`src/rtl/fifo_queue_with_keyed_removal_core_defines.svh`:
```
// assertion macros for the keyed removal queue
`ifndef FIFO_QUEUE_WITH_KEYED_REMOVAL_CORE_DEFINES_SVH
`define FIFO_QUEUE_WITH_KEYED_REMOVAL_CORE_DEFINES_SVH

// same-cycle implication, sampled on clk_i, off during reset
`define FQKR_ASSERT_IMP(lbl, ante, cons, msg) \
  lbl: assert property (@(posedge clk_i) disable iff (!rst_ni) (ante) |-> (cons)) \
    else $error(msg);

// next-cycle implication, sampled on clk_i, off during reset
`define FQKR_ASSERT_NEXT(lbl, ante, cons, msg) \
  lbl: assert property (@(posedge clk_i) disable iff (!rst_ni) (ante) |=> (cons)) \
    else $error(msg);

`endif

```
`src/rtl/fqkr_pkg.sv`:
```
// shared types and constants for the keyed removal queue
package fqkr_pkg;

  // default configuration
  localparam int unsigned QueueDepthDef = 16;
  localparam int unsigned IdBitsDef     = 16;

  // command codes
  typedef enum logic [1:0] {
    CMD_PUSH   = 2'd0,
    CMD_POP    = 2'd1,
    CMD_FIND   = 2'd2,
    CMD_REMOVE = 2'd3
  } cmd_e;

  // result status codes
  typedef enum logic [2:0] {
    STATUS_OK        = 3'd0,
    STATUS_EMPTY     = 3'd1,
    STATUS_NOT_FOUND = 3'd2,
    STATUS_FULL      = 3'd3,
    STATUS_NULL      = 3'd4
  } status_e;

  // sequencer states
  typedef enum logic [1:0] {
    ST_IDLE,
    ST_SCAN,
    ST_SHIFT,
    ST_RESP
  } state_e;

  // input word
  typedef struct packed {
    cmd_e        cmd;
    logic [15:0] entry_id;
  } in_item_t;

  // output word
  typedef struct packed {
    status_e     status;
    logic [15:0] out_id;
    logic        hit;
    logic [4:0]  count;
  } out_item_t;

  // compare unit result
  typedef struct packed {
    logic match;
    logic last;
  } cmp_res_t;

endpackage

```
`src/rtl/fifo_queue_with_keyed_removal_core.sv`:
```
// top level of the ordered queue with search and keyed removal
// sequence: push and the null, empty, full and early not-found rejects go straight to the response
// state; find scans the slots from the head, pop and remove scan and then shift later slots down,
// one slot per cycle through the slot ram port.
// commands: one at a time, the next is taken only after the result leaves; a result may wait in the output reg.
// reset: asynchronous active low, queue empties; slot contents are not cleared.
`include "fifo_queue_with_keyed_removal_core_defines.svh"
module fifo_queue_with_keyed_removal_core #(
  parameter int unsigned QUEUE_DEPTH = fqkr_pkg::QueueDepthDef,
  parameter int unsigned ID_BITS     = fqkr_pkg::IdBitsDef
) (
  input  logic                clk_i,
  input  logic                rst_ni,
  input  logic                in_valid_i,
  output logic                in_ready_o,
  input  fqkr_pkg::in_item_t  in_data_i,
  output logic                out_valid_o,
  input  logic                out_ready_i,
  output fqkr_pkg::out_item_t out_data_o
);

  import fqkr_pkg::*;

  localparam int unsigned AW = $clog2(QUEUE_DEPTH);

  logic               res_valid;
  logic               res_ready;
  out_item_t          res_data;
  logic               ram_we;
  logic [AW-1:0]      ram_waddr;
  logic [ID_BITS-1:0] ram_wdata;
  logic [AW-1:0]      ram_raddr;
  logic [ID_BITS-1:0] ram_rdata;
  logic               out_valid_q;
  out_item_t          out_data_q;

  // slot storage, oldest entry at address zero
  fqkr_ram #(
    .WIDTH (ID_BITS),
    .DEPTH (QUEUE_DEPTH)
  ) u_ram (
    .clk_i   (clk_i),
    .we_i    (ram_we),
    .waddr_i (ram_waddr),
    .wdata_i (ram_wdata),
    .raddr_i (ram_raddr),
    .rdata_o (ram_rdata)
  );

  // command sequencer
  fqkr_ctrl #(
    .QUEUE_DEPTH (QUEUE_DEPTH),
    .ID_BITS     (ID_BITS)
  ) u_ctrl (
    .clk_i       (clk_i),
    .rst_ni      (rst_ni),
    .in_valid_i  (in_valid_i),
    .in_ready_o  (in_ready_o),
    .in_data_i   (in_data_i),
    .res_valid_o (res_valid),
    .res_ready_i (res_ready),
    .res_data_o  (res_data),
    .ram_we_o    (ram_we),
    .ram_waddr_o (ram_waddr),
    .ram_wdata_o (ram_wdata),
    .ram_raddr_o (ram_raddr),
    .ram_rdata_i (ram_rdata)
  );

  // output register
  assign res_ready = !out_valid_q || out_ready_i;

  always_ff @(posedge clk_i or negedge rst_ni) begin
    if (!rst_ni) begin
      out_valid_q <= 1'b0;
    end else if (res_ready) begin
      out_valid_q <= res_valid;
    end
  end

  always_ff @(posedge clk_i) begin
    if (res_ready && res_valid) begin
      out_data_q <= res_data;
    end
  end

  assign out_valid_o = out_valid_q;
  assign out_data_o  = out_data_q;

  // checks
  `FQKR_ASSERT_IMP(a_ready_no_result, in_ready_o, !res_valid, "ready while result pending")
  `FQKR_ASSERT_IMP(a_hit_is_ok, out_valid_o && out_data_o.hit, out_data_o.status == STATUS_OK, "hit without ok status")
  `FQKR_ASSERT_IMP(a_count_range, out_valid_o, 32'(out_data_o.count) <= QUEUE_DEPTH, "count above depth")
  `FQKR_ASSERT_NEXT(a_take_to_idle, res_valid && res_ready, in_ready_o, "not ready after result taken")

endmodule

```
`src/rtl/fqkr_ram.sv`:
```
// generic single write, single registered read ram
module fqkr_ram #(
  parameter int unsigned WIDTH = 16,
  parameter int unsigned DEPTH = 16
) (
  input  logic                     clk_i,
  input  logic                     we_i,
  input  logic [$clog2(DEPTH)-1:0] waddr_i,
  input  logic [WIDTH-1:0]         wdata_i,
  input  logic [$clog2(DEPTH)-1:0] raddr_i,
  output logic [WIDTH-1:0]         rdata_o
);

  logic [WIDTH-1:0] mem_q [DEPTH];
  logic [WIDTH-1:0] rdata_q;

  // write port and registered read port
  always_ff @(posedge clk_i) begin
    if (we_i) begin
      mem_q[waddr_i] <= wdata_i;
    end
    rdata_q <= mem_q[raddr_i];
  end

  assign rdata_o = rdata_q;

endmodule

```
`src/rtl/fqkr_cmp.sv`:
```
// shared compare unit: slot match and end-of-queue detect
module fqkr_cmp #(
  parameter int unsigned ID_BITS  = 16,
  parameter int unsigned CNT_BITS = 5
) (
  input  logic [ID_BITS-1:0]  slot_i,
  input  logic [ID_BITS-1:0]  key_i,
  input  logic                force_i,
  input  logic [CNT_BITS-1:0] idx_i,
  input  logic [CNT_BITS-1:0] occ_i,
  output fqkr_pkg::cmp_res_t  res_o
);

  import fqkr_pkg::*;

  logic [CNT_BITS-1:0] idx_next;

  // pop matches the head unconditionally
  always_comb begin
    idx_next    = idx_i + CNT_BITS'(1);
    res_o.match = force_i || (slot_i == key_i);
    res_o.last  = (idx_next == occ_i);
  end

endmodule

```
`src/rtl/fqkr_ctrl.sv`:
```
// command sequencer: scan, shift and occupancy tracking
module fqkr_ctrl #(
  parameter int unsigned QUEUE_DEPTH = 16,
  parameter int unsigned ID_BITS     = 16
) (
  input  logic                           clk_i,
  input  logic                           rst_ni,
  input  logic                           in_valid_i,
  output logic                           in_ready_o,
  input  fqkr_pkg::in_item_t             in_data_i,
  output logic                           res_valid_o,
  input  logic                           res_ready_i,
  output fqkr_pkg::out_item_t            res_data_o,
  output logic                           ram_we_o,
  output logic [$clog2(QUEUE_DEPTH)-1:0] ram_waddr_o,
  output logic [ID_BITS-1:0]             ram_wdata_o,
  output logic [$clog2(QUEUE_DEPTH)-1:0] ram_raddr_o,
  input  logic [ID_BITS-1:0]             ram_rdata_i
);

  import fqkr_pkg::*;

  localparam int unsigned AW = $clog2(QUEUE_DEPTH);
  localparam int unsigned CW = $clog2(QUEUE_DEPTH + 1);

  state_e              state_q, state_d;
  logic [CW-1:0]       occ_q, occ_d;
  logic [CW-1:0]       idx_q, idx_d;
  logic [ID_BITS-1:0]  key_q, key_d;
  cmd_e                cmd_q, cmd_d;
  status_e             status_q, status_d;
  logic [15:0]         id_q, id_d;
  logic                hit_q, hit_d;
  logic [ID_BITS-1:0]  key_in;
  logic [CW-1:0]       idx_p1;
  logic [CW-1:0]       idx_p2;
  cmp_res_t            cmp_res;

  assign key_in = ID_BITS'(in_data_i.entry_id);
  assign idx_p1 = idx_q + CW'(1);
  assign idx_p2 = idx_q + CW'(2);

  // shared compare of the slot on the read port
  fqkr_cmp #(
    .ID_BITS  (ID_BITS),
    .CNT_BITS (CW)
  ) u_cmp (
    .slot_i  (ram_rdata_i),
    .key_i   (key_q),
    .force_i (cmd_q == CMD_POP),
    .idx_i   (idx_q),
    .occ_i   (occ_q),
    .res_o   (cmp_res)
  );

  // control state
  always_ff @(posedge clk_i or negedge rst_ni) begin
    if (!rst_ni) begin
      state_q <= ST_IDLE;
      occ_q   <= '0;
    end else begin
      state_q <= state_d;
      occ_q   <= occ_d;
    end
  end

  // working and result payload
  always_ff @(posedge clk_i) begin
    idx_q    <= idx_d;
    key_q    <= key_d;
    cmd_q    <= cmd_d;
    status_q <= status_d;
    id_q     <= id_d;
    hit_q    <= hit_d;
  end

  // sequencer
  always_comb begin
    state_d     = state_q;
    occ_d       = occ_q;
    idx_d       = idx_q;
    key_d       = key_q;
    cmd_d       = cmd_q;
    status_d    = status_q;
    id_d        = id_q;
    hit_d       = hit_q;
    in_ready_o  = 1'b0;
    res_valid_o = 1'b0;
    ram_we_o    = 1'b0;
    ram_waddr_o = occ_q[AW-1:0];
    ram_wdata_o = key_in;
    ram_raddr_o = '0;
    unique case (state_q)
      ST_IDLE: begin
        in_ready_o = 1'b1;
        if (in_valid_i) begin
          key_d    = key_in;
          cmd_d    = in_data_i.cmd;
          idx_d    = '0;
          status_d = STATUS_OK;
          id_d     = '0;
          hit_d    = 1'b0;
          unique case (in_data_i.cmd)
            CMD_PUSH: begin
              state_d = ST_RESP;
              if (key_in == '0) begin
                status_d = STATUS_NULL;
              end else if (occ_q == CW'(QUEUE_DEPTH)) begin
                status_d = STATUS_FULL;
              end else begin
                ram_we_o = 1'b1;
                occ_d    = occ_q + CW'(1);
              end
            end
            CMD_POP: begin
              if (occ_q == '0) begin
                status_d = STATUS_EMPTY;
                state_d  = ST_RESP;
              end else begin
                state_d = ST_SCAN;
              end
            end
            CMD_FIND, CMD_REMOVE: begin
              if (key_in == '0 || occ_q == '0) begin
                status_d = STATUS_NOT_FOUND;
                state_d  = ST_RESP;
              end else begin
                state_d = ST_SCAN;
              end
            end
            default: begin
              state_d = ST_IDLE;
            end
          endcase
        end
      end
      ST_SCAN: begin
        // prefetch the next slot while comparing this one
        ram_raddr_o = idx_p1[AW-1:0];
        if (cmp_res.match) begin
          hit_d = 1'b1;
          id_d  = 16'(ram_rdata_i);
          if (cmd_q == CMD_FIND) begin
            state_d = ST_RESP;
          end else begin
            state_d = ST_SHIFT;
          end
        end else if (cmp_res.last) begin
          status_d = STATUS_NOT_FOUND;
          state_d  = ST_RESP;
        end else begin
          idx_d = idx_p1;
        end
      end
      ST_SHIFT: begin
        // close the gap one slot per cycle
        if (cmp_res.last) begin
          occ_d   = occ_q - CW'(1);
          state_d = ST_RESP;
        end else begin
          ram_we_o    = 1'b1;
          ram_waddr_o = idx_q[AW-1:0];
          ram_wdata_o = ram_rdata_i;
          ram_raddr_o = idx_p2[AW-1:0];
          idx_d       = idx_p1;
        end
      end
      ST_RESP: begin
        res_valid_o = 1'b1;
        if (res_ready_i) begin
          state_d = ST_IDLE;
        end
      end
      default: begin
        state_d = ST_IDLE;
      end
    endcase
  end

  // result word, count reflects the updated occupancy
  always_comb begin
    res_data_o.status = status_q;
    res_data_o.out_id = id_q;
    res_data_o.hit    = hit_q;
    res_data_o.count  = 5'(occ_q);
  end

endmodule
```
`config.mk`:
```
export PLATFORM = sky130hd
export DESIGN_NAME = fifo_queue_with_keyed_removal_core
export DESIGN_NICKNAME = d
export VERILOG_FILES = /design/src/rtl/fqkr_pkg.sv /design/src/rtl/fifo_queue_with_keyed_removal_core.sv /design/src/rtl/fqkr_ram.sv /design/src/rtl/fqkr_cmp.sv /design/src/rtl/fqkr_ctrl.sv
export VERILOG_INCLUDE_DIRS = /design/src /design/src/rtl
export SDC_FILE = /design/constraint.sdc
export NUM_CORES = 1
export LEC_CHECK = 0
export ABC_AREA = 1
export BUFFER_PORTS_ARGS = -buffer_cell sky130_fd_sc_hd__buf_2
export CAP_MARGIN = 20
export CELL_PAD_IN_SITES_DETAIL_PLACEMENT = 0
export CELL_PAD_IN_SITES_GLOBAL_PLACEMENT = 2
export CORE_UTILIZATION = 42
export DETAILED_ROUTE_END_ITERATION = 10
export PLACE_DENSITY = 0.87
export SLEW_MARGIN = 40
export SYNTH_ARGS = -nofsm -noshare
export SYNTH_HDL_FRONTEND = slang
export SYNTH_HIERARCHICAL = 1
export SYNTH_SLANG_ARGS = --single-unit
```
`constraint.sdc`:
```
create_clock -name clk_i -period 5.1 [get_ports clk_i]
set_input_delay 1.02 -clock clk_i [delete_from_list [all_inputs] [get_ports clk_i]]
set_output_delay 1.02 -clock clk_i [all_outputs]
set_load 0.05 [all_outputs]
```
# ---- Yosys cells after proc, flatten, opt, wreduce, memory -nomap -nowiden
# Memories as Yosys holds them, arrays and structs flattened. A register that Yosys moved wholly into a read port is not among the register bits.
# Cells that the tools add are included.
dict set report op_classes {
  reduce_logical 19
  n_mux 50
  eq_ne 20
  addsub 4
}
# operator count
set op_table {}
lappend op_table {{two-way mux 16 bit} 4}
lappend op_table {{two-way mux 5 bit} 8}
lappend op_table {{case mux 16 bit (2 select lines)} 1}
lappend op_table {{== test 16 bit} 1}
lappend op_table {{logical NOT 16 bit} 1}
lappend op_table {{two-way mux 2 bit} 8}
lappend op_table {{case mux 5 bit (3 select lines)} 1}
lappend op_table {{two-way mux 1 bit} 13}
lappend op_table {{two-way mux 3 bit} 4}
lappend op_table {{two-way mux 4 bit} 3}
lappend op_table {{inequality test 2 bit, second input constant} 6}
lappend op_table {{adder 5 x 1 -> 5 bit, second input constant} 2}
lappend op_table {{== test 2 bit, second input constant} 5}
lappend op_table {{case mux 5 bit (2 select lines)} 1}
lappend op_table {{case mux 3 bit (3 select lines)} 1}
lappend op_table {{case mux 2 bit (4 select lines)} 1}
lappend op_table {{case mux 4 bit (2 select lines)} 1}
lappend op_table {{== test 2 x 1 -> 1 bit, second input constant} 3}
lappend op_table {{inequality test 2 x 1 -> 1 bit, second input constant} 3}
lappend op_table {{case mux 2 bit (3 select lines)} 1}
lappend op_table {{case mux 3 bit (2 select lines)} 1}
lappend op_table {{AND reduction 3 bit} 2}
lappend op_table {{AND reduction 6 bit} 1}
lappend op_table {{== test 5 bit} 1}
lappend op_table {{other kinds (14)} 20}
dict set report word_totals {
  in_bits 22
  word_cells 107
  ram_bits 256
  n_memories 1
  out_inout_bits 27
  register_bits 76
}
# memory words word_bits read_ports rd_ports_with_merged_regs wr line
set memory_table {}
lappend memory_table {u_ram.mem_q 16 16 1 1 1 fqkr_ram.sv:14} ;# logic [WIDTH-1:0] mem_q [DEPTH];

# ---- Depth between registers and ports, before layout
# Gate-level depths: netlist of the first run.
dict set report depth {
  depth_word 8
  depth_mapped 19
  ltp_nobuf 17
}

# ---- Modules after synthesis
# Netlist of the first run, hierarchy kept.
# module n_inst seq_area_each_um2 cells_each area_each_um2
set by_module_without_submodules {}
lappend by_module_without_submodules {fqkr_ram 1 8007.7 1074 11380.9}
lappend by_module_without_submodules {fqkr_ctrl 1 1466.4 300 2656.3}
lappend by_module_without_submodules {fifo_queue_with_keyed_removal_core 1 775.7 31 795.8}
lappend by_module_without_submodules {fqkr_cmp 1 0.0 112 470.5}

# ---- Worst setup path before layout of the first run
# Ideal clock, no wire load.
dict set report synth_path {
  path_type {flip-flop to flip-flop}
  from {reg u_ctrl.state_q[0]}
  to {mem u_ram.mem_q[12][0] (enable)}
  path_buffers 1
  t_required_ns 4.712
  setup_slack_ns 1.744
  setup_time_ns 0.388
  stages_incl_launch_ff 10
  period_less_slack_ns 3.356
  t_arrival_ns 2.968
  path_cell_list {dfrtp_1 > inv_1 > ha_1 > buf_2 > nand2_1 > inv_1 > nand2_1 > o21ai_0 > nand3_1 > nor2_1}
}
dict set report synth_between {
  elab_chain_cells 4
  elab_cells_between_ends 6
  classes_between {eq/ne (1); mux (4); reduce/logical (1)}
}
# element line
set synth_lines {}
lappend synth_lines {{start: declaration} fqkr_ctrl.sv:26} ;# state_e state_q, state_d;
lappend synth_lines {{start signal: assignment} fqkr_ctrl.sv:62} ;# state_q <= state_d;
lappend synth_lines {{== test 2 bit / logical NOT 2 bit (equally long branches)} fqkr_ctrl.sv:93} ;# unique case (state_q)
lappend synth_lines {{case mux 1 bit (2 select lines) *} fqkr_ctrl.sv:93}
lappend synth_lines {{net ram_we} fifo_queue_with_keyed_removal_core.sv:29} ;# logic ram_we;
lappend synth_lines {{two-way mux 1 bit *} fqkr_ram.sv:19} ;# if (we_i) begin
lappend synth_lines {{two-way mux 1 bit (not written as such) *} fqkr_ram.sv:20} ;# mem_q[waddr_i] <= wdata_i;
lappend synth_lines {{end: declaration} fqkr_ram.sv:14}
# The timed path passes the listed nets; every way through them passes the cells marked *.

==> reports/metrics.sh, run 1 <==
MEAN_INSTANCE_SIZE_IN_THE_SYNTHESIZED_NETLIST_SQ_UM=10.1
DIE_H_UM=193
CTS-HTREE-LEVELS=2
YOSYS_MOST_USED_DFF='sky130_fd_sc_hd__edfxtp_1'
DRC=6
PIN_COUNT_OF_THE_BIGGEST_NET_ENTERING_GLOBAL_ROUTING=129
HOLD_CLASS='in2async'
R2R-START='u_ctrl/idx_q[0]'
CTS_RESIZED=0
YS_SEQ_AREA_SHARE_PCT=67.0
VIOLATIONS='design-rule violations'
POWER_LEAKAGE_uW=0.00748
CLKLATENCYLATEPIN_NS=0.54
SYNTH_AREA_LEADER_CELL='sky130_fd_sc_hd__edfxtp_1'
PEAKVDDDROP_uV=562
SYNTH_WARNINGS=6
WORST_SETUP_PATH_END_KIND='flip-flop'
SYN-INSTANCE-COUNT=1517
FIRST_GLOBAL_VIAS=9335
SYNTH_CELL_TYPES=30
FINISH.UTILIZATION_PCT=48.3
TIMING.CLOCK.SKEW_NS=0.0204
SYNTH_LARGEST_TYPE_AREA_FRACTION_PCT=63.6
SETUP-VIOLATIONS-FINAL=0
VIAS=9908
LAYOUT-DRIVE-GT1-SHARE_PCT=9.25
SYNTHARSTFLOPSHARE_PCT=2.30
START_UTIL_PCT=42.8
POSTLAYOUTCELLAREA_SQ_UM=17300
BUFFER_PORTS.INSERTED=48
CRITPATHLAUNCHTYPE='flip-flop'
CTS_TREE='done'
TRITONCTS_NUM_SINKS=348
ROUTED_WIRE_LENGTH_PER_INSTANCE_UM=17.6
WORST_SLEW_PIN_SLEW_NS=0.819
DR.PASS1.ITERS=10
HOLDBUFCOUNTCTS=0
CRIT_ARRIVAL_NS=4.32
REG2REGPATHDEPTH=14
ANT_NETS=0
WHS_NS=0.333
STDCELL_COUNT=2050
WORST_SETUP_HOLD_PATH_CLK_SLEW_NS=0.06
CRIT_FANOUT=25
WORSTSETUPPATHTYPE='reg2reg'
PLACEMENTROWS=69
DP.FINAL_HPWL_UM=22800
POST_SYNTHESIS_CELL_AREA_SQ_UM=15300
GRT_PASS1_WL_UM=54800
NUMPLACEDINSTANCES=1984
AREA_GROWTH_SYN_TO_LAYOUT_PCT=12.9
PIN_COUNT=49
CRIT_PATH_START='u_ctrl/idx_q[0]'
FINALNETCOUNT=1597
SETUP_TNS_FINAL_NS=0
AVGVIACOUNTPERCELL=4.83
FINALHOLDVIOLCOUNT=0
ROOT_BUFFER='sky130_fd_sc_hd__clkbuf_16'
MAX_FREQ_MHz=260
RUN_STATUS='complete, but fails checks'
POST_CTS.REPAIR.SETUP_BUFFERS=0
PLACED_CELL_AREA_SQ_UM=16100
GRT_OVERFLOW_TOTAL=0
POWER-PER-CELL-AREA_nW_PER_UM2=661
GRT_ANTENNA_BEFORE_REPAIR=0
FIN_CRIT_NS=3.85
LAYOUT.CELLS.MOST_COMMON='sky130_fd_sc_hd__nand2_1'
COUNT_OF_FLIP_FLOPS_WITH_A_BUILT_IN_ENABLE_AFTER_SYNTHESIS=324
LAYOUT_COMMON_CELLS='505 x sky130_fd_sc_hd__nand2_1, 324 x sky130_fd_sc_hd__edfxtp_1, 265 x sky130_fd_sc_hd__inv_1, 205 x sky130_fd_sc_hd__nand3_1, 48 x sky130_fd_sc_hd__buf_2'
SLEW_HEADROOM_PCT=45.0
DRT-INITIAL-DRC-COUNT=727
GRT_UTIL_ALL_LAYERS_PCT=20.1
FINAL_MAX_SLEW_VIOL_COUNT=0
DIE-AREA_SQ_UM=37200
CRIT_REQUIRED_NS=5.57
CTS_MADE_BUFFERS=38
GRT_SETUP_UNREPAIRED='false'
SYNTH_AREA_LEADERS='sky130_fd_sc_hd__edfxtp_1 64%, sky130_fd_sc_hd__nand2_1 12%, sky130_fd_sc_hd__nand3_1 6.7%, sky130_fd_sc_hd__inv_1 6.5%, sky130_fd_sc_hd__dfxtp_1 2.1%'
ANTENNADIODECOUNT=0
MAX-CLOCK-PATH-BUFFERS=3
SYNTH-SEQ-CELLS=348
GP_ROUTABILITY_CONGESTION=0.829
CORE_SQ_UM=35700
DIE_W_UM=193
ROUTE.FINAL.WIRE_LENGTH_UM=36100
SYN_NETS=1551
FIN_CRIT_SH_PCT=75.5
DRV_CAP=0
[power by group]
part | switching, uW | internal (uW) | total [uW]
logic | 3290 | 1160 | 4450
clock network | 1080 | 1540 | 2630
registers | 298 | 4040 | 4340
total | 4670 | 6750 | 11400
[metrics by stage]
stage | setup WS (ns) | power [uW]
after detailed placement | 1.21 | 8860
after CTS | 1.18 | 11500
after floorplan | 1.74 | 7350
after global routing | 1.02 | 12100
final | 1.25 | 11400
after global placement | 1.24 | 8810
[kinds of logic after synthesis]
family | synth area share (%)
buffers and inverters | 8.88
AND/OR/NAND/NOR | 21.5
XOR/XNOR | 0.687
adder cells (fa/ha/maj) | 1.03
AO/OA/AOI/OAI | 0.973
flip-flops | 67.0
[flip-flops by register name, summed over array words and instances (netlist names)]
register / flops
u_ctrl/status_q: 3
out_valid_o: 1
u_ctrl/state_q: 2
u_ram/rdata_o: 16
u_ctrl/hit_q: 1
u_ram/mem_q: 256
u_ctrl/occ_q: 5
u_ctrl/id_q: 16
u_ctrl/idx_q: 5
u_ctrl/key_q: 16
u_ctrl/cmd_q: 2
out_data_o: 25
[critical path, stage by stage, from the launching register on]
cell	delay, ns
sky130_fd_sc_hd__edfxtp_1	0.48
sky130_fd_sc_hd__ha_1	0.28
sky130_fd_sc_hd__xor2_1	0.17
sky130_fd_sc_hd__or2b_1	0.24
sky130_fd_sc_hd__nand3_1	0.08
sky130_fd_sc_hd__nor2_1	0.08
sky130_fd_sc_hd__inv_2	0.14
sky130_fd_sc_hd__nand2_4	0.19
sky130_fd_sc_hd__inv_2	0.33
sky130_fd_sc_hd__nand2_1	0.15
sky130_fd_sc_hd__a21oi_4	0.18
sky130_fd_sc_hd__clkinv_1	0.65
sky130_fd_sc_hd__nand3_1	0.39
sky130_fd_sc_hd__nand3_1	0.22
sky130_fd_sc_hd__nand2_1	0.17
[path summary, 6_finish.rpt]
check,end,slack [ns]
worst max-delay path,u_ram/rdata_o[5],1.25
worst min-delay path,u_ctrl/state_q[1],0.33
worst max register to register,u_ram/rdata_o[5],1.25
worst min register to register,out_data_o[20],0.41
max in group asynchronous,u_ctrl/occ_q[4],4.59
min in group clk_i,out_data_o[20],0.41
[Yosys cell counts, drive strengths merged (3+ instances only)]
library cell	n
edfxtp	324
nand3b	5
clkbuf	16
dfxtp	16
nor2	59
o21ai	12
dfrtp	8
nand3	206
xor2	7
buf	44
inv	270
nand2	508
or2	3
a21oi	15
ha	11
xnor2	5
nor3	3
[final cells by class]
type	instances	area, sq um
Clock buffer	50	1010
Timing Repair Buffer	66	417
Inverter	270	1010
Clock inverter	16	170
Sequential cell	348	10200
Multi-Input combinational cell	839	3840
Fill cell	3296	18500
Tap cell	461	577
[per-layer routing]
metal	global-route usage [%]	vias up	share of wire, %
met4	6.94	0	2.9
li1	-	4946	-
met1	27.0	4689	44
met2	33.1	218	48
met5	0	-	0
met3	2.98	55	4.8
No activity file was read; power rests on OpenSTA's default activity.
==> inputs of run 2 (changes only) <==
Settings changed: CORE_UTILIZATION 42 to 37, PLACE_DENSITY 0.87 to 0.82.
Clock period 5.1 ns to 3.1 ns, I/O delays scaled along.
==> run 2 against run 1 <==
Hold slack worse by 0.033 ns; highest routed layer unchanged; critical endpoint is now u_ram/mem_q[1][11]; the flow now finishes without violations; critical path type unchanged; largest power group unchanged; clock skew decreased by 0.0095 ns; total power rose by 66%.
==> reports/metrics.sh, run 2 (synthesis results as in run 1) <==
MAX-CLOCK-PATH-BUFFERS=3  # unchanged
HOLD_PATH.STARTPOINT='in_data_i[5]'
PLACEMENTROWS=74  # +7.2%
LARGEST_REGISTER_FF_COUNT=256  # unchanged
CTS_MADE_BUFFERS=38  # unchanged
NUMPLACEDINSTANCES=2091  # +5.4%
CRIT_ARRIVAL_NS=3.11  # -1.21 ns
POWER-PER-CELL-AREA_nW_PER_UM2=1060  # +60%
CRITICAL_PATH.REG2REG.ENDPOINT='u_ram/mem_q[1][11]'
POWER.INTERNAL_uW=11400  # +69%
MOST_FLOP_HEAVY_REGISTER='u_ram/mem_q'
WORSTSETUPPATHTYPE='reg2reg'
PIN_COUNT_OF_THE_BIGGEST_NET_ENTERING_GLOBAL_ROUTING=65  # -50%
CRITICAL_PATH_BUF_INV_COUNT=4  # +1
PIN_COUNT=49  # unchanged
SLEW_HEADROOM_PCT=56.4  # +11 points
HOLD_CLASS='in2reg'
NETSWITCHINGPOWER_uW=7530  # +61%
FINALNETCOUNT=1634  # +2.3%
LAYOUT_COMMON_CELLS='506 x sky130_fd_sc_hd__nand2_1, 324 x sky130_fd_sc_hd__edfxtp_1, 265 x sky130_fd_sc_hd__inv_1, 205 x sky130_fd_sc_hd__nand3_1, 48 x sky130_fd_sc_hd__buf_2'
GRT_PASS1_WL_UM=57500  # +5.0%
DP.FINAL_HPWL_UM=23200  # +2.2%
RUN_STATUS='completed'
WORST_SETUP_HOLD_PATH_CLK_SLEW_NS=0.06  # about the same
COMBPWRFRAC_PCT=40.1  # +1.1 points
POWER_LEAKAGE_uW=0.00773  # +3.4%
TIMING.CRITICAL_PATH.SLOWEST_CELL_DELAY_NS=0.39  # -0.26 ns
FINALHOLDVIOLCOUNT=0  # unchanged
WORSTHOLDENDPOINT='u_ctrl/key_q[5]'
TRITONCTS_NUM_SINKS=348  # unchanged
PRECTSSETUPSLACK_NS=0.182  # -1.02 ns
MAX_FREQ_MHz=348  # +34%
ROUTED_WIRE_LENGTH_PER_INSTANCE_UM=17.5  # -0.48%
GRT_UTIL_ALL_LAYERS_PCT=18.3  # -1.7 points
CRIT_REQUIRED_NS=3.33  # -2.24 ns
BUFFER_PORTS.INSERTED=48  # unchanged
LAYOUT.CELLS.MOST_COMMON='sky130_fd_sc_hd__nand2_1'
GRT_ANTENNA_BEFORE_REPAIR=0  # unchanged
R2R-START='u_ctrl/idx_q[0]'
ROOT_BUFFER='sky130_fd_sc_hd__clkbuf_16'
POSTLAYOUTCELLAREA_SQ_UM=17900  # +3.5%
DRT-INITIAL-DRC-COUNT=647  # -11%
DIE-AREA_SQ_UM=42200  # +13%
REG_TO_REG_SETUP_TIMING_SLACK_NS=0.22  # -1.03 ns
CRITPATHLAUNCHTYPE='flip-flop'
CTS_TREE='done'
SWITCHING_SHARE_PCT=39.7  # -1.2 points
WORST_SETUP_PATH_END_KIND='flip-flop'
MIN_PATH_CELLS=1
FINISH.UTILIZATION_PCT=43.8  # -4.5 points
FIN_CRIT_SH_PCT=92.8  # +17 points
CRIT_FANOUT=16  # -36%
PEAKVDDDROP_uV=580  # +3.1%
REG2REGPATHDEPTH=14  # unchanged
ROUTE.FINAL.WIRE_LENGTH_UM=37900  # +5.0%
GRT_OVERFLOW_TOTAL=0  # unchanged
CLOCK_POWER_SHARE_PCT=22.6  # -0.4 points
CRITPATHSLOWESTCELL='sky130_fd_sc_hd__edfxtp_1'
SETUP-VIOLATIONS-FINAL=0  # unchanged
DR.PASS1.ITERS=5  # -5
GRT_SETUP_UNREPAIRED='false'
WHS_NS=0.300  # -0.0329 ns
FINAL_CRITICAL_PATH_SETUP_SLACK_NS=0.224  # -1.03 ns
ANTENNADIODECOUNT=0  # unchanged
CP_COMMON_CELL='sky130_fd_sc_hd__inv_1'
WORST_SLEW_PIN_SLEW_NS=0.652  # -0.168 ns
POST_CTS.REPAIR.SETUP_BUFFERS=0  # unchanged
CPLARGESTDELAYFAMILY='simple AND/OR/NAND/NOR gates'
FINAL_MAX_SLEW_VIOL_COUNT=0  # unchanged
START_UTIL_PCT=37.5  # -5.3 points
DIE_H_UM=205  # +6.5%
CORE_SQ_UM=40800  # +14%
PLACED_CELL_AREA_SQ_UM=16700  # +3.9%
DIE_W_UM=205  # +6.5%
FIRST_GLOBAL_VIAS=9614  # +3.0%
ANT_NETS=0  # unchanged
CLKLATENCYLATEPIN_NS=0.54  # about the same
LAYOUT-DRIVE-GT1-SHARE_PCT=11.2  # +2.0 points
STDCELL_COUNT=2162  # +5.5%
CTS-HTREE-LEVELS=2  # unchanged
TIMING.CLOCK.SKEW_NS=0.0109  # -0.00948 ns
FIN_CRIT_NS=2.88  # -0.973 ns
GP_ROUTABILITY_CONGESTION=0.788  # -5.0%
PWR-SHARE-SEQ_PCT=37.3  # -0.7 points
AVGVIACOUNTPERCELL=4.67  # -3.4%
DRC=0  # -6
CRITICAL_PATH.CELL_CHAIN='ha_1 > xor2_1 > or2b_1 > nand3_1 > nor2_1 > inv_2 > nand2_4 > or2_1 > o21ai_0 > inv_1 > inv_1 > nand2_1 > nor2_2 > buf_12'
DRV_CAP=0  # unchanged
VIAS=10099  # +1.9%
AREA_GROWTH_SYN_TO_LAYOUT_PCT=16.8
-- run 2: timing repair --
item,in CTS,in global routing
hold buffers,1,0
gates resized for setup,0,3
setup endpoints to repair,0,16
hold endpoints to repair,8,0
-- run 2: layer usage --
metal | vias up | part of all wire (%) | GRT usage (%)
li1 | 5020 | - | -
met1 | 4776 | 45 | 24.4
met2 | 249 | 48 | 30.7
met3 | 54 | 4.8 | 2.95
met4 | 0 | 2.1 | 5.32
met5 | - | 0 | 0
-- run 2: area by class of cell --
cell class,count,area (sq um)
flip-flops and latches,348,10200
clock buffers,60,1080
clock inverters,10,88.8
multi-input cells,839,3810
fillers,3794,23000
repair buffers,103,956
well taps,532,666
inverters,270,1020
-- run 2: worst max path at each step --
stage               startpoint                  to  cells past startpoint
2_1_floorplan  u_ctrl/idx_q[0]   u_ram/mem_q[1][0]                     13
3_5_place_dp   u_ctrl/idx_q[0]    u_ram/rdata_o[9]                     16
4_1_cts        u_ctrl/idx_q[0]    u_ram/rdata_o[9]                     16
5_1_grt        u_ctrl/idx_q[0]   u_ram/rdata_o[13]                     16
6_report       u_ctrl/idx_q[0]  u_ram/mem_q[1][11]                     14
3_3_place_gp   u_ctrl/idx_q[0]    u_ram/rdata_o[9]                     16
-- run 2: through the flow --
stage / power, uW / TNS (ns)
after floorplan: 12200 / -10.16
after global placement: 14800 / 0
after detailed placement: 14800 / 0
after CTS: 19100 / 0
after global routing: 20100 / 0
final: 19000 / 0
-- run 2: power groups by stage --
stage          combinational, uW  sequential, uW  clock, uW
6_report                    7600            7070       4290
5_1_grt                     8420            7150       4570
4_1_cts                     7660            7090       4390
3_5_place_dp                7630            7190          0
3_3_place_gp                7600            7160          0
2_1_floorplan               4770            7400          0
==> inputs of run 3 (changes only) <==
Settings changed: CORE_MARGIN set to 2, CORE_UTILIZATION 37 to 39, PLACE_DENSITY 0.82 to 0.81, SYNTH_HIERARCHICAL 1 to unset.
==> run 3 against run 2 <==
First-iteration DRC count decreased by 5.6%; via count decreased by 8.8%; critical path depth increased by 3; register-to-register slack got worse by 0.097 ns; wire length decreased by 5.2%; sequential power about the same; die area decreased by 4.4%; synthesized cell count decreased by 20%; global-route usage decreased by 0.55 points; non-clock buffer count increased by 44; total power increased by 4.6%; final cell count decreased by 12%; critical path type unchanged; critical endpoint is now u_ram.mem_q[13][6]; largest power group unchanged.
==> reports/metrics.sh, run 3 <==
CRITPATHLAUNCHTYPE='flip-flop'
CTS-HTREE-LEVELS=2  # unchanged
MAX_FREQ_MHz=336  # -3.3%
GRT_SETUP_UNREPAIRED='true'
ROUTED_WIRE_LENGTH_PER_INSTANCE_UM=18.9  # +8.1%
SYNTH_AREA_LEADERS='sky130_fd_sc_hd__edfxtp_1 64%, sky130_fd_sc_hd__mux2_2 7.2%, sky130_fd_sc_hd__nand2_1 5.9%, sky130_fd_sc_hd__nand3_1 5.0%, sky130_fd_sc_hd__inv_1 3.3%'
FINALNETCOUNT=1381  # -15%
SETUP-VIOLATIONS-FINAL=0  # unchanged
WORST_SETUP_HOLD_PATH_CLK_SLEW_NS=0.07  # about the same
STDCELL_COUNT=1896  # -12%
GRT_PASS1_WL_UM=54600  # -5.2%
ROUTE.FINAL.WIRE_LENGTH_UM=35900  # -5.2%
CLKLATENCYLATEPIN_NS=0.54  # about the same
LAYOUT_COMMON_CELLS='324 x sky130_fd_sc_hd__edfxtp_1, 234 x sky130_fd_sc_hd__nand2_1, 151 x sky130_fd_sc_hd__nand3_1, 132 x sky130_fd_sc_hd__inv_1, 93 x sky130_fd_sc_hd__mux2_2'
RUN_STATUS='completed'
DIE_H_UM=201  # -2.2%
AREA_GROWTH_SYN_TO_LAYOUT_PCT=19.4
COUNT_OF_FLIP_FLOPS_WITH_A_BUILT_IN_ENABLE_AFTER_SYNTHESIS=324  # unchanged
BUFFER_PORTS.INSERTED=48  # unchanged
CRIT_FANOUT=13  # -3
POST_SYNTH_MOST_FREQUENT_CELLS='324 x sky130_fd_sc_hd__edfxtp_1, 239 x sky130_fd_sc_hd__nand2_1, 152 x sky130_fd_sc_hd__nand3_1, 133 x sky130_fd_sc_hd__inv_1, 96 x sky130_fd_sc_hd__mux2_2'
SYNTHARSTFLOPSHARE_PCT=2.30  # unchanged
LAYOUT-DRIVE-GT1-SHARE_PCT=25.0  # +14 points
SLEW_HEADROOM_PCT=59.7  # +3.2 points
DP.FINAL_HPWL_UM=22800  # -2.0%
SYNTH_LARGEST_TYPE_AREA_FRACTION_PCT=64.4  # +0.86 points
CRIT_REQUIRED_NS=3.33  # about the same
GRT_OVERFLOW_TOTAL=0  # unchanged
FINALHOLDVIOLCOUNT=0  # unchanged
DIE-AREA_SQ_UM=40300  # -4.4%
TRITONCTS_NUM_SINKS=348  # unchanged
DRT-INITIAL-DRC-COUNT=611  # -5.6%
SYNTH_WARNINGS=0  # -6
PIN_COUNT=49  # unchanged
FILLER_CELL_COUNT=3513  # -7.4%
FIRST_GLOBAL_VIAS=9294  # -3.3%
SYNTH.MOST_COMMON_CELL='sky130_fd_sc_hd__edfxtp_1'
MIN_PATH_CELLS=1  # unchanged
POST_SYNTHESIS_CELL_AREA_SQ_UM=15100  # -1.3%
WORST_SLEW_PIN_SLEW_NS=0.604  # -0.0481 ns
VIAS=9207  # -8.8%
SYN-INSTANCE-COUNT=1211  # -20%
WORSTHOLDENDPOINT='u_ctrl.key_q[9]'
CRITICAL_PATH.REG2REG.ENDPOINT='u_ram.mem_q[13][6]'
MEAN_INSTANCE_SIZE_IN_THE_SYNTHESIZED_NETLIST_SQ_UM=12.5  # +24%
DIE_W_UM=201  # -2.2%
GRT_ANTENNA_BEFORE_REPAIR=1  # +1
SYNTH_AREA_LEADER_CELL='sky130_fd_sc_hd__edfxtp_1'
POWER-PER-CELL-AREA_nW_PER_UM2=1100  # +3.7%
MOST_FLOP_HEAVY_REGISTER='u_ram.mem_q'
FINAL_MAX_SLEW_VIOL_COUNT=0  # unchanged
MAX-CLOCK-PATH-BUFFERS=3  # unchanged
HOLD_PATH.STARTPOINT='in_data_i[9]'
FF_LATCH_AREA_SQ_UM=10200  # unchanged
GP_ROUTABILITY_CONGESTION=0.817  # +3.7%
POWER_LEAKAGE_uW=0.00735  # -4.9%
FIN_CRIT_NS=2.97  # +0.0968 ns
WORST_SETUP_PATH_END_KIND='flip-flop'
REG2REGPATHDEPTH=17  # +3
ANT_NETS=0  # unchanged
LARGEST_REGISTER_FF_COUNT=256  # unchanged
SYNTH_CELL_TYPES=39  # +30%
AVGVIACOUNTPERCELL=4.86  # +4.0%
TIMING.CLOCK.SKEW_NS=0.0182  # +0.00732 ns
SYNTH-SEQ-CELLS=348  # unchanged
ANTENNADIODECOUNT=0  # unchanged
R2R-START='u_ctrl.idx_q[1]'
LAYOUT.CELLS.MOST_COMMON='sky130_fd_sc_hd__edfxtp_1'
WORSTSETUPPATHTYPE='reg2reg'
SYN_NETS=1244  # -20%
CTS_TREE='done'
YS_SEQ_AREA_SHARE_PCT=67.9  # +0.91 points
YOSYS_MOST_USED_DFF='sky130_fd_sc_hd__edfxtp_1'
DR.PASS1.ITERS=4  # -1
CRIT_ARRIVAL_NS=3.21  # +0.10 ns
CTS_MADE_BUFFERS=38  # unchanged
TOTAL_POWER_uW=19800  # +4.6%
MULTI_INPUT_AREA_SQ_UM=4020  # +5.3%
GRT_UTIL_ALL_LAYERS_PCT=17.8  # -0.55 points
DRC=0  # unchanged
PEAKVDDDROP_uV=567  # -2.3%
FIN_CRIT_SH_PCT=95.9  # +3.1 points
HOLD_CLASS='in2reg'
ROOT_BUFFER='sky130_fd_sc_hd__clkbuf_16'
DRV_CAP=0  # unchanged
START_UTIL_PCT=39.2  # +1.8 points
REG_TO_REG_SETUP_TIMING_SLACK_NS=0.13  # -0.10 ns
PIN_COUNT_OF_THE_BIGGEST_NET_ENTERING_GLOBAL_ROUTING=68  # +4.6%
NUMPLACEDINSTANCES=1809  # -13%
PLACEMENTROWS=72  # -2.7%
CORE_SQ_UM=38500  # -5.8%
==> run 3: changes by cell type after synthesis, moves of 25 or more <==
cell,change
sky130_fd_sc_hd__inv_1,-133
sky130_fd_sc_hd__mux2_2,+96
sky130_fd_sc_hd__mux2i_1,+32
sky130_fd_sc_hd__nand2_1,-267
sky130_fd_sc_hd__nand3_1,-53
sky130_fd_sc_hd__nor2_1,-25
==> run 3: what timing repair did <==
action | CTS | global route
buffers inserted | 0 | 14
hold buffers | 1 | 0
endpoints found under the hold margin | 8 | 0
gates resized for setup | 0 | 28
endpoints found under the setup margin | 0 | 165
==> run 3: routing by layer <==
metal | wire length [um] | part of all wire, % | global-route usage (%) | vias up
met2 | 16700 | 47 | 29.0 | 213
met4 | 927 | 2.6 | 6.11 | 0
met5 | 0 | 0 | 0 | -
met3 | 1830 | 5.1 | 3.04 | 65
met1 | 16400 | 46 | 24.1 | 4484
li1 | - | - | - | 4445
==> run 3: final cells by class <==
cell class	instances	share of cell area [%]
Clock buffer	50	5.76
Clock inverter	20	1.24
Inverter	160	3.36
Multi-Input combinational cell	653	22.3
Sequential cell	348	56.9
Tap cell	518	3.60
Timing Repair Buffer	147	6.89
==> run 3: worst max-delay path: stages, from the launching register on <==
cell and delay (ns):
sky130_fd_sc_hd__edfxtp_1 0.45, sky130_fd_sc_hd__ha_4 0.30, sky130_fd_sc_hd__inv_1 0.04, sky130_fd_sc_hd__nand2_1 0.05, sky130_fd_sc_hd__nand2_1 0.05, sky130_fd_sc_hd__nor2_1 0.08
sky130_fd_sc_hd__nand3_1 0.09, sky130_fd_sc_hd__nor2_2 0.16, sky130_fd_sc_hd__nand2_4 0.06, sky130_fd_sc_hd__buf_4 0.19, sky130_fd_sc_hd__inv_4 0.09, sky130_fd_sc_hd__nor2_8 0.04
sky130_fd_sc_hd__inv_4 0.10, sky130_fd_sc_hd__o21ai_1 0.15, sky130_fd_sc_hd__inv_1 0.13, sky130_fd_sc_hd__nand3_1 0.19, sky130_fd_sc_hd__nor2_2 0.26, sky130_fd_sc_hd__buf_12 0.21
==> run 3: through the flow <==
step                      util, %  setup TNS (ns)  setup WS (ns)  area (sq um)  hold WS (ns)
after global routing         46.9          -0.738        -0.0324         18000         0.275
after CTS                    46.2               0         0.0197         17800         0.269
final                        46.9               0          0.127         18000         0.289
after detailed placement     42.9               0         0.0566         16500         0.405
after floorplan                 -          -0.570       -0.00891         15100         0.324
after global placement       42.9               0          0.102         16500         0.402
==> run 3: cell families after synthesis <==
| logic type | count (synthesis) | share of synthesized area (%) |
|---|---|---|
| AOI/OAI and AO/OA | 44 | 1.57 |
| and+or+nand+nor | 452 | 13.2 |
| xor gates and xnor gates | 18 | 1.04 |
| muxes | 128 | 9.28 |
| buffers and inverters | 210 | 6.03 |
| adders and majority gates | 11 | 0.961 |
| DFF | 348 | 67.9 |
==> run 3: worst max-delay path by stage <==
stage | start | to | slack (ns)
after global placement | u_ctrl.idx_q[1] | u_ram.rdata_o[10] | 0.10
after floorplan | u_ctrl.state_q[0] | u_ram.mem_q[12][0] | -0.009
final | u_ctrl.idx_q[1] | u_ram.mem_q[13][6] | 0.13
after global routing | u_ctrl.idx_q[1] | u_ram.rdata_o[6] | -0.03
after CTS | u_ctrl.idx_q[1] | u_ram.rdata_o[10] | 0.02
after detailed placement | u_ctrl.idx_q[1] | u_ram.rdata_o[10] | 0.06
==> run 3: report_power, final <==
group / switching (uW) / internal, uW / leakage, uW
clock network: 1850 / 2710 / 0.000607
registers: 428 / 6660 / 0.00319
logic: 5260 / 2920 / 0.00355
total: 7530 / 12300 / 0.00735
